File: src/design/kts_pkg.sv
// Shared types and constants for the Kahn topological sorter.
`default_nettype none

package kts_pkg;

    // Default size of the dependency graph
    localparam int MAX_NODES_DEF = 32;

    // Fixed field widths
    localparam int NODE_W = 5;
    localparam int POS_W  = 5;
    localparam int CFG_W  = 6;

    // Command codes; the fourth code is unused and does nothing
    typedef enum logic [1:0] {
        OP_ADD_EDGE,
        OP_CLEAR,
        OP_SORT
    } op_t;

    // Sequencer states
    typedef enum logic [1:0] {
        ST_IDLE,
        ST_COUNT,
        ST_POP,
        ST_SCAN
    } state_t;

    // One command transaction
    typedef struct packed {
        op_t               op;
        logic [NODE_W-1:0] from_node;
        logic [NODE_W-1:0] to_node;
    } cmd_t;

    // One result transaction
    typedef struct packed {
        logic [NODE_W-1:0] node;
        logic [POS_W-1:0]  position;
        logic              last;
        logic              cyclic;
        logic              empty_res;
    } result_t;

    // Edge matrix write control
    typedef struct packed {
        logic add;
        logic clear;
    } mx_ctrl_t;

    // Ready queue control
    typedef struct packed {
        logic clear;
        logic push;
        logic pop;
    } q_ctrl_t;

endpackage

`default_nettype wire

File: src/design/kts_matrix.sv
// Adjacency bit matrix: one row per source node, single-bit read port.
`default_nettype none

module kts_matrix #(
    parameter int MAX_NODES = kts_pkg::MAX_NODES_DEF,
    parameter int IDX_W     = 5
) (
    input  wire                  clk,
    input  wire                  rst_n,
    input  kts_pkg::mx_ctrl_t    ctrl,
    input  wire [IDX_W-1:0]      wr_row,
    input  wire [IDX_W-1:0]      wr_col,
    input  wire [IDX_W-1:0]      rd_row,
    input  wire [IDX_W-1:0]      rd_col,
    output logic                 rd_bit
);

    logic [MAX_NODES-1:0] row_reg [MAX_NODES];

    // Set one edge bit, or drop every edge at once
    always_ff @(posedge clk or negedge rst_n)
    begin
        if (!rst_n)
        begin
            for (int r = 0; r < MAX_NODES; r++)
            begin
                row_reg[r] <= '0;
            end
        end
        else if (ctrl.clear)
        begin
            for (int r = 0; r < MAX_NODES; r++)
            begin
                row_reg[r] <= '0;
            end
        end
        else if (ctrl.add)
        begin
            row_reg[wr_row][wr_col] <= 1'b1;
        end
    end

    // Pick one bit for the sequencer
    assign rd_bit = row_reg[rd_row][rd_col];

endmodule

`default_nettype wire

File: src/design/kts_queue.sv
// FIFO of nodes whose in-degree has reached zero.
`default_nettype none

module kts_queue #(
    parameter int MAX_NODES = kts_pkg::MAX_NODES_DEF,
    parameter int IDX_W     = 5,
    parameter int CNT_W     = 6
) (
    input  wire                  clk,
    input  wire                  rst_n,
    input  kts_pkg::q_ctrl_t     ctrl,
    input  wire [IDX_W-1:0]      push_node,
    output logic [IDX_W-1:0]     head_node,
    output logic                 empty
);

    logic [IDX_W-1:0] slot_mem [MAX_NODES];
    logic [CNT_W-1:0] head_reg;
    logic [CNT_W-1:0] tail_reg;
    logic [CNT_W-1:0] head_next;
    logic [CNT_W-1:0] tail_next;

    // Advance the pointers; a new sort rewinds both
    always_comb
    begin
        head_next = head_reg;
        tail_next = tail_reg;
        if (ctrl.clear)
        begin
            head_next = '0;
            tail_next = '0;
        end
        else
        begin
            if (ctrl.push)
            begin
                tail_next = tail_reg + CNT_W'(1);
            end
            if (ctrl.pop)
            begin
                head_next = head_reg + CNT_W'(1);
            end
        end
    end

    always_ff @(posedge clk or negedge rst_n)
    begin
        if (!rst_n)
        begin
            head_reg <= '0;
            tail_reg <= '0;
        end
        else
        begin
            head_reg <= head_next;
            tail_reg <= tail_next;
        end
    end

    // Store a node at the tail
    always_ff @(posedge clk)
    begin
        if (ctrl.push && !ctrl.clear)
        begin
            slot_mem[tail_reg[IDX_W-1:0]] <= push_node;
        end
    end

    assign head_node = slot_mem[head_reg[IDX_W-1:0]];
    assign empty     = (head_reg == tail_reg);

endmodule

`default_nettype wire

File: src/design/kts_seq.sv
// Sort sequencer: in-degree counts, shared count unit and result register.
`default_nettype none

module kts_seq #(
    parameter int MAX_NODES = kts_pkg::MAX_NODES_DEF,
    parameter int IDX_W     = 5,
    parameter int CNT_W     = 6
) (
    input  wire                        clk,
    input  wire                        rst_n,
    input  wire                        start_sort,
    output logic                       busy,
    input  wire                        cfg_we,
    input  wire [kts_pkg::CFG_W-1:0]   cfg_wdata,
    output logic [IDX_W-1:0]           mx_row,
    output logic [IDX_W-1:0]           mx_col,
    input  wire                        mx_bit,
    output kts_pkg::q_ctrl_t           q_ctrl,
    output logic [IDX_W-1:0]           q_push_node,
    input  wire [IDX_W-1:0]            q_head_node,
    input  wire                        q_empty,
    output logic                       result_strobe,
    output kts_pkg::result_t           result
);

    kts_pkg::state_t              state_reg;
    kts_pkg::state_t              state_next;
    logic [kts_pkg::CFG_W-1:0]    node_count_reg;
    logic [CNT_W-1:0]             n_reg;
    logic [CNT_W-1:0]             n_clip;
    logic [CNT_W-1:0]             n_last;
    logic [IDX_W-1:0]             i_reg;
    logic [IDX_W-1:0]             j_reg;
    logic [IDX_W-1:0]             idx_reg;
    logic [CNT_W-1:0]             acc_reg;
    logic [CNT_W-1:0]             placed_reg;
    logic [CNT_W-1:0]             placed_inc;
    logic                         i_last;
    logic                         j_last;

    logic [CNT_W-1:0]             indeg_mem [MAX_NODES];
    logic [CNT_W-1:0]             indeg_rd;
    logic                         indeg_we;
    logic [IDX_W-1:0]             indeg_waddr;

    logic [CNT_W-1:0]             unit_a;
    logic [CNT_W-1:0]             unit_b;
    logic [CNT_W-1:0]             unit_y;

    logic                         emit;
    kts_pkg::result_t             emit_res;
    logic                         result_strobe_reg;
    kts_pkg::result_t             result_reg;

    // Clip the configured count to the array size
    assign n_clip = (int'(node_count_reg) > MAX_NODES) ? CNT_W'(MAX_NODES)
                                                       : CNT_W'(node_count_reg);
    assign n_last     = n_reg - CNT_W'(1);
    assign i_last     = (CNT_W'(i_reg) == n_last);
    assign j_last     = (CNT_W'(j_reg) == n_last);
    assign placed_inc = placed_reg + CNT_W'(1);
    assign indeg_rd   = indeg_mem[j_reg];

    // Matrix read address: column walk while counting, row walk while scanning
    assign mx_row = (state_reg == kts_pkg::ST_COUNT) ? j_reg : idx_reg;
    assign mx_col = (state_reg == kts_pkg::ST_COUNT) ? i_reg : j_reg;

    // Shared count unit: accumulate one edge bit, or decrement an in-degree
    assign unit_a = (state_reg == kts_pkg::ST_COUNT) ? acc_reg : indeg_rd;
    assign unit_b = (state_reg == kts_pkg::ST_COUNT) ? CNT_W'(mx_bit) : '1;
    assign unit_y = unit_a + unit_b;

    // Hold the node count register
    always_ff @(posedge clk or negedge rst_n)
    begin
        if (!rst_n)
        begin
            node_count_reg <= '0;
        end
        else if (cfg_we)
        begin
            node_count_reg <= cfg_wdata;
        end
    end

    // Next state
    always_comb
    begin
        state_next = state_reg;
        case (state_reg)
            kts_pkg::ST_IDLE:
            begin
                if (start_sort && (n_clip != '0))
                begin
                    state_next = kts_pkg::ST_COUNT;
                end
            end
            kts_pkg::ST_COUNT:
            begin
                if (j_last && i_last)
                begin
                    state_next = kts_pkg::ST_POP;
                end
            end
            kts_pkg::ST_POP:
            begin
                state_next = q_empty ? kts_pkg::ST_IDLE : kts_pkg::ST_SCAN;
            end
            kts_pkg::ST_SCAN:
            begin
                if (j_last)
                begin
                    state_next = kts_pkg::ST_POP;
                end
            end
            default:
            begin
                state_next = kts_pkg::ST_IDLE;
            end
        endcase
    end

    // Control outputs of each state
    always_comb
    begin
        q_ctrl      = '0;
        q_push_node = '0;
        indeg_we    = 1'b0;
        indeg_waddr = j_reg;
        emit        = 1'b0;
        emit_res    = '0;
        case (state_reg)
            kts_pkg::ST_IDLE:
            begin
                if (start_sort)
                begin
                    q_ctrl.clear = 1'b1;
                    if (n_clip == '0)
                    begin
                        emit               = 1'b1;
                        emit_res.last      = 1'b1;
                        emit_res.empty_res = 1'b1;
                    end
                end
            end
            kts_pkg::ST_COUNT:
            begin
                // Column done: store the in-degree, queue the node if free
                if (j_last)
                begin
                    indeg_we    = 1'b1;
                    indeg_waddr = i_reg;
                    if (unit_y == '0)
                    begin
                        q_ctrl.push = 1'b1;
                        q_push_node = i_reg;
                    end
                end
            end
            kts_pkg::ST_POP:
            begin
                if (!q_empty)
                begin
                    q_ctrl.pop        = 1'b1;
                    emit              = 1'b1;
                    emit_res.node     = kts_pkg::NODE_W'(q_head_node);
                    emit_res.position = kts_pkg::POS_W'(placed_reg);
                    emit_res.last     = (placed_inc == n_reg);
                end
                else if (placed_reg != n_reg)
                begin
                    // Nodes left over: flag the cycle
                    emit              = 1'b1;
                    emit_res.position = kts_pkg::POS_W'(placed_reg);
                    emit_res.last     = 1'b1;
                    emit_res.cyclic   = 1'b1;
                end
            end
            kts_pkg::ST_SCAN:
            begin
                // Successor found: drop its in-degree, queue it at zero
                if (mx_bit && (indeg_rd != '0))
                begin
                    indeg_we = 1'b1;
                    if (unit_y == '0)
                    begin
                        q_ctrl.push = 1'b1;
                        q_push_node = j_reg;
                    end
                end
            end
            default:
            begin
                q_ctrl = '0;
            end
        endcase
    end

    // State register
    always_ff @(posedge clk or negedge rst_n)
    begin
        if (!rst_n)
        begin
            state_reg <= kts_pkg::ST_IDLE;
        end
        else
        begin
            state_reg <= state_next;
        end
    end

    // Advance counters and node pointer
    always_ff @(posedge clk or negedge rst_n)
    begin
        if (!rst_n)
        begin
            n_reg      <= '0;
            i_reg      <= '0;
            j_reg      <= '0;
            idx_reg    <= '0;
            acc_reg    <= '0;
            placed_reg <= '0;
        end
        else
        begin
            case (state_reg)
                kts_pkg::ST_IDLE:
                begin
                    if (start_sort)
                    begin
                        n_reg      <= n_clip;
                        i_reg      <= '0;
                        j_reg      <= '0;
                        acc_reg    <= '0;
                        placed_reg <= '0;
                    end
                end
                kts_pkg::ST_COUNT:
                begin
                    if (j_last)
                    begin
                        j_reg   <= '0;
                        acc_reg <= '0;
                        i_reg   <= i_reg + IDX_W'(1);
                    end
                    else
                    begin
                        j_reg   <= j_reg + IDX_W'(1);
                        acc_reg <= unit_y;
                    end
                end
                kts_pkg::ST_POP:
                begin
                    if (!q_empty)
                    begin
                        idx_reg    <= q_head_node;
                        placed_reg <= placed_inc;
                        j_reg      <= '0;
                    end
                end
                kts_pkg::ST_SCAN:
                begin
                    j_reg <= j_last ? '0 : (j_reg + IDX_W'(1));
                end
                default:
                begin
                    j_reg <= '0;
                end
            endcase
        end
    end

    // In-degree store
    always_ff @(posedge clk)
    begin
        if (indeg_we)
        begin
            indeg_mem[indeg_waddr] <= unit_y;
        end
    end

    // Result register: one-cycle strobe
    always_ff @(posedge clk or negedge rst_n)
    begin
        if (!rst_n)
        begin
            result_strobe_reg <= 1'b0;
        end
        else
        begin
            result_strobe_reg <= emit;
        end
    end

    always_ff @(posedge clk)
    begin
        if (emit)
        begin
            result_reg <= emit_res;
        end
    end

    assign result_strobe = result_strobe_reg;
    assign result        = result_reg;
    assign busy          = (state_reg != kts_pkg::ST_IDLE);

endmodule

`default_nettype wire

File: src/design/kahn_topological_sorter_core.sv
// Top level of the Kahn topological sorter.
//
// Add-edge, clear and unused commands are accepted whenever busy is low and leave it low.
// A sort with n nodes (node_count clipped to MAX_NODES) first counts
// in-degrees one matrix bit at a time, then for each placed node runs a pop
// step and a scan over its row, all through the single-bit matrix read port
// and the one shared count unit. busy is high for the whole run. Results
// appear one at a time on result with result_strobe high for exactly one
// cycle; the receiver cannot stall them and must take each transaction as it
// comes. Write node_count only while busy is low and no result is pending.
`default_nettype none

module kahn_topological_sorter_core #(
    parameter int MAX_NODES = kts_pkg::MAX_NODES_DEF
) (
    input  wire                       clk,
    input  wire                       rst_n,
    input  wire                       start,
    input  kts_pkg::cmd_t             cmd,
    output logic                      busy,
    input  wire                       cfg_we,
    input  wire [kts_pkg::CFG_W-1:0]  cfg_wdata,
    output logic                      result_strobe,
    output kts_pkg::result_t          result
);

    localparam int IDX_W = (MAX_NODES > 1) ? $clog2(MAX_NODES) : 1;
    localparam int CNT_W = $clog2(MAX_NODES + 1);

    logic                 accept;
    logic                 in_range;
    logic                 start_sort;
    kts_pkg::mx_ctrl_t    mx_ctrl;
    logic [IDX_W-1:0]     mx_row;
    logic [IDX_W-1:0]     mx_col;
    logic                 mx_bit;
    kts_pkg::q_ctrl_t     q_ctrl;
    logic [IDX_W-1:0]     q_push_node;
    logic [IDX_W-1:0]     q_head_node;
    logic                 q_empty;

    // Decode an accepted command transaction
    assign accept   = start && !busy;
    assign in_range = (int'(cmd.from_node) < MAX_NODES) && (int'(cmd.to_node) < MAX_NODES);

    always_comb
    begin
        mx_ctrl       = '0;
        mx_ctrl.add   = accept && (cmd.op == kts_pkg::OP_ADD_EDGE) && in_range;
        mx_ctrl.clear = accept && (cmd.op == kts_pkg::OP_CLEAR);
    end

    assign start_sort = accept && (cmd.op == kts_pkg::OP_SORT);

    kts_matrix #(
        .MAX_NODES (MAX_NODES),
        .IDX_W     (IDX_W)
    ) u_matrix (
        .clk    (clk),
        .rst_n  (rst_n),
        .ctrl   (mx_ctrl),
        .wr_row (IDX_W'(cmd.from_node)),
        .wr_col (IDX_W'(cmd.to_node)),
        .rd_row (mx_row),
        .rd_col (mx_col),
        .rd_bit (mx_bit)
    );

    kts_queue #(
        .MAX_NODES (MAX_NODES),
        .IDX_W     (IDX_W),
        .CNT_W     (CNT_W)
    ) u_queue (
        .clk       (clk),
        .rst_n     (rst_n),
        .ctrl      (q_ctrl),
        .push_node (q_push_node),
        .head_node (q_head_node),
        .empty     (q_empty)
    );

    kts_seq #(
        .MAX_NODES (MAX_NODES),
        .IDX_W     (IDX_W),
        .CNT_W     (CNT_W)
    ) u_seq (
        .clk           (clk),
        .rst_n         (rst_n),
        .start_sort    (start_sort),
        .busy          (busy),
        .cfg_we        (cfg_we),
        .cfg_wdata     (cfg_wdata),
        .mx_row        (mx_row),
        .mx_col        (mx_col),
        .mx_bit        (mx_bit),
        .q_ctrl        (q_ctrl),
        .q_push_node   (q_push_node),
        .q_head_node   (q_head_node),
        .q_empty       (q_empty),
        .result_strobe (result_strobe),
        .result        (result)
    );

endmodule

`default_nettype wire

File: config.mk
export PLATFORM = sky130hd
export DESIGN_NAME = kahn_topological_sorter_core
export DESIGN_NICKNAME = d
export VERILOG_FILES = /design/src/design/kts_pkg.sv /design/src/design/kts_matrix.sv /design/src/design/kts_queue.sv /design/src/design/kts_seq.sv /design/src/design/kahn_topological_sorter_core.sv
export SDC_FILE = /design/constraint.sdc
export NUM_CORES = 2
export LEC_CHECK = 0
export ABC_AREA = 0
export BUFFER_PORTS_ARGS = -buffer_cell sky130_fd_sc_hd__buf_2
export CORE_MARGIN = 2
export CORE_UTILIZATION = 35
export CTS_CLUSTER_SIZE = 24
export DETAILED_ROUTE_END_ITERATION = 8
export GPL_ROUTABILITY_DRIVEN = 0
export HOLD_SLACK_MARGIN = 0.08
export PLACE_DENSITY_LB_ADDON = 0.08
export SKIP_LAST_GASP = 1
export SYNTH_ARGS = -nofsm -noshare
export SYNTH_HDL_FRONTEND = slang
export SYNTH_HIERARCHICAL = 1
export SYNTH_SLANG_ARGS = --single-unit
File: constraint.sdc
create_clock -name clk -period 7.76 [get_ports clk]
set_input_delay 2.328 -clock clk [delete_from_list [all_inputs] [get_ports clk]]
set_output_delay 2.328 -clock clk [all_outputs]
set_load 0.03 [all_outputs]
==> impl_metrics.toml <==
[synthesis]
synth.avg_cell_area_sq_um = 11.9
synth-main-ff-cell = "dfrtp_1"
syn_nets = 5353
synthTopCellsByCount = "1,181 x nor2_1, 1,087 x a21oi_1, 1,078 x dfrtp_1, 378 x clkbuf_1, 365 x edfxtp_1"
synth-seq-cells = 1443
netlist_top_cells_area = "dfrtp_1 43%, edfxtp_1 17%, mux4_2 11%"
synth_area_sq_um = 63200
ys_types = 81
synth_top_area_share = 0.427
syn-instance-count = 5316
synth-edff-count = 365
yosysMostFrequentCell = "nor2_1"
ys.warnings.count = 6
async_flop_share = 0.747
seq_area_frac_synth = 0.600
synth_area_leader_cell = "dfrtp_1"

[floorplanning]
die-area_sq_um = 184000
ios = 37
die_width_um = 429
initial_core_util = 0.351
core_region_area_sq_um = 180000
dieHeight_um = 429
row_count = 156

[timing]
final-hold-violation-count = 0
rsz0062_at_grt = "false"
timing.final.crit_share = 0.937
fin_worst_skew_ns = 0.0499
slew_headroom = 0.193
min_period_ns = 7.27
tns_ns = 0
max_freq_mhz = 138
fin_ws_ns = 0.492
setup_viol = 0
worst_pin_slew_ns = 1.21
fin_hold_ws_ns = 0.487
finalMaxSlewViolations = 0

[placed_design]
dp_slack_ns = 0.0440
placed_area_sq_um = 67200
io_buffers = 36
dp_hpwl_um = 128000
dp_cells = 7531

[worst_setup_path]
arrival_ns = 7.78
slowest_stage = "mux4_2"
crit_path_max_fanout = 36
start_kind = "flip-flop"
reg2reg_from = "u_seq/state_reg[1]"
crit_path_frequent_cell = "buf_4"
critPathTopFamily = "simple AND/OR/NAND/NOR gates"
slowest_delay_ns = 0.56
crit_type = "reg -> reg"
cp-end-kind = "flip-flop"
critPathRequiredTime_ns = 8.27
regToRegSetupSlack_ns = 0.49
cp_num_buf_inv = 9
worst_r2r_path_depth = 29
reg2reg_to = "u_queue/slot_mem[13][2]"

[clock_network]
cts_tree = "done"
cts_hold_buf = 0
htreeDepth = 4
clk_pin_slew_worst_paths_ns = 0.06
cts_root_buf = "clkbuf_16"
insertion_delay_ns = 0.82
clkSinkCount = 1443
cts_buffers = 165
clockBufferDepth = 3

[worst_hold_path]
hold_depth = 2
hold_start = "u_matrix/row_reg[473]"
holdPathEnd = "u_matrix/row_reg[473]"
min_path_type = "reg -> reg"

[finish]
design_area_sq_um = 72700
largest_register_ffs = 1024
nNetsFinal = 5366
stdcell_count = 7839
area_growth_pct = 14.9
drive_above_1_share = 0.189
final_util = 0.403

[global_route]
grt_pass1_wl_um = 317000
grt_pass1_vias = 44100
grt_overflow = 0
track_usage = 0.231
grt_max_degree = 190
antenna_found_initial = 15

[power_and_ir_drop]
powerDensity_nw_per_um2 = 318
ir_drop_v = 0.000345
leakage_nw = 31.8
finalPower_mw = 23.1

[route]
wire_per_inst_um = 27.3
drc = 0
drt_iter0_markers = 4465
routed_wl_um = 214000
route.antenna.remaining_nets = 0
drtPass1Iterations = 6
vias = 43900
vias_per_cell = 5.60

[status]
status = "complete, no violations"

[flow_run]
cap_violations = 0
-- cells in the final DEF (no fill, tap or decap), types with 23 or more instances in the layout --
cell	instances
a21oi_1	1087
nor3_1	36
clkinv_2	27
nor2_4	32
buf_4	268
and2_1	23
buf_12	28
a22oi_1	48
nor3_2	30
a211oi_1	43
nand3_1	33
o21ai_0	29
mux4_2	298
clkbuf_16	171
dfrtp_1	1075
mux2_2	29
buf_2	35
o221ai_1	39
mux2i_1	110
nor2_1	1137
clkbuf_1	40
o22ai_1	27
edfxtp_1	365
clkbuf_8	31
nand2_1	78
-- power breakdown --
group	internal, mW	total (mW)	switching [mW]
Clock	4.59	7.80	3.20
Sequential	8.58	8.81	0.231
Combinational	2.21	6.49	4.28
-- what timing repair did --
| item | CTS | global route |
|---|---|---|
| endpoints found under the setup margin | 0 | 160 |
| buffers inserted | 0 | 1 |
| resized for setup | 0 | 3 |
-- worst max path at each step --
stage / from / to / slack (ns) / depth (start not counted)
finish: u_seq/state_reg[1] / u_queue/slot_mem[13][2] / 0.49 / 29
global route: u_seq/state_reg[1] / u_queue/slot_mem[2][1] / 0.09 / 29
CTS: u_seq/state_reg[1] / u_queue/slot_mem[13][2] / 0.0004 / 28
detailed placement: u_seq/state_reg[1] / u_queue/slot_mem[13][1] / 0.04 / 28
global placement: u_seq/state_reg[1] / u_queue/slot_mem[13][0] / 0.03 / 28
floorplan: u_seq/state_reg[1] / u_queue/slot_mem[0][0] / 0.58 / 26
-- final cells by class --
| cell class | count | area [sq um] |
|---|---|---|
| clock buffers | 242 | 4860 |
| multi-input cells | 3360 | 23500 |
| repair buffers | 333 | 2790 |
| flip-flops and latches | 1443 | 37900 |
| well taps | 2370 | 2970 |
| diodes | 7 | 17.5 |
| inverters | 26 | 97.6 |
| fillers | 17200 | 107000 |
| clock inverters | 58 | 559 |
-- worst min-delay path, delay by kind of cell (launching register included) --
family / cells / cell delay, ns
and+or+nand+nor: 1 / 0.07
DFF: 1 / 0.34
AOI/OAI and AO/OA: 1 / 0.04
-- metal layers --
layer,GRT usage,part of all wire
met5,0,0.000061
met4,0.0600,0.022
met3,0.0372,0.059
met2,0.339,0.44
met1,0.355,0.48
-- kinds of logic (layout without fill, tap and decap cells) --
logic type               count (synthesis)  in the layout  synth area share
AND/OR/NAND/NOR                       1490           1490            0.0972
flip-flops                            1443           1443             0.600
AO/OA/AOI/OAI                         1350           1350             0.118
buffers and inverters                  513            659            0.0382
multiplexers                           462            462             0.137
XOR/XNOR                                43             43           0.00639
adder cells (fa/ha/maj)                 15             15           0.00309
other                                    0              7                 0
No activity file was read; power rests on OpenSTA's default activity.
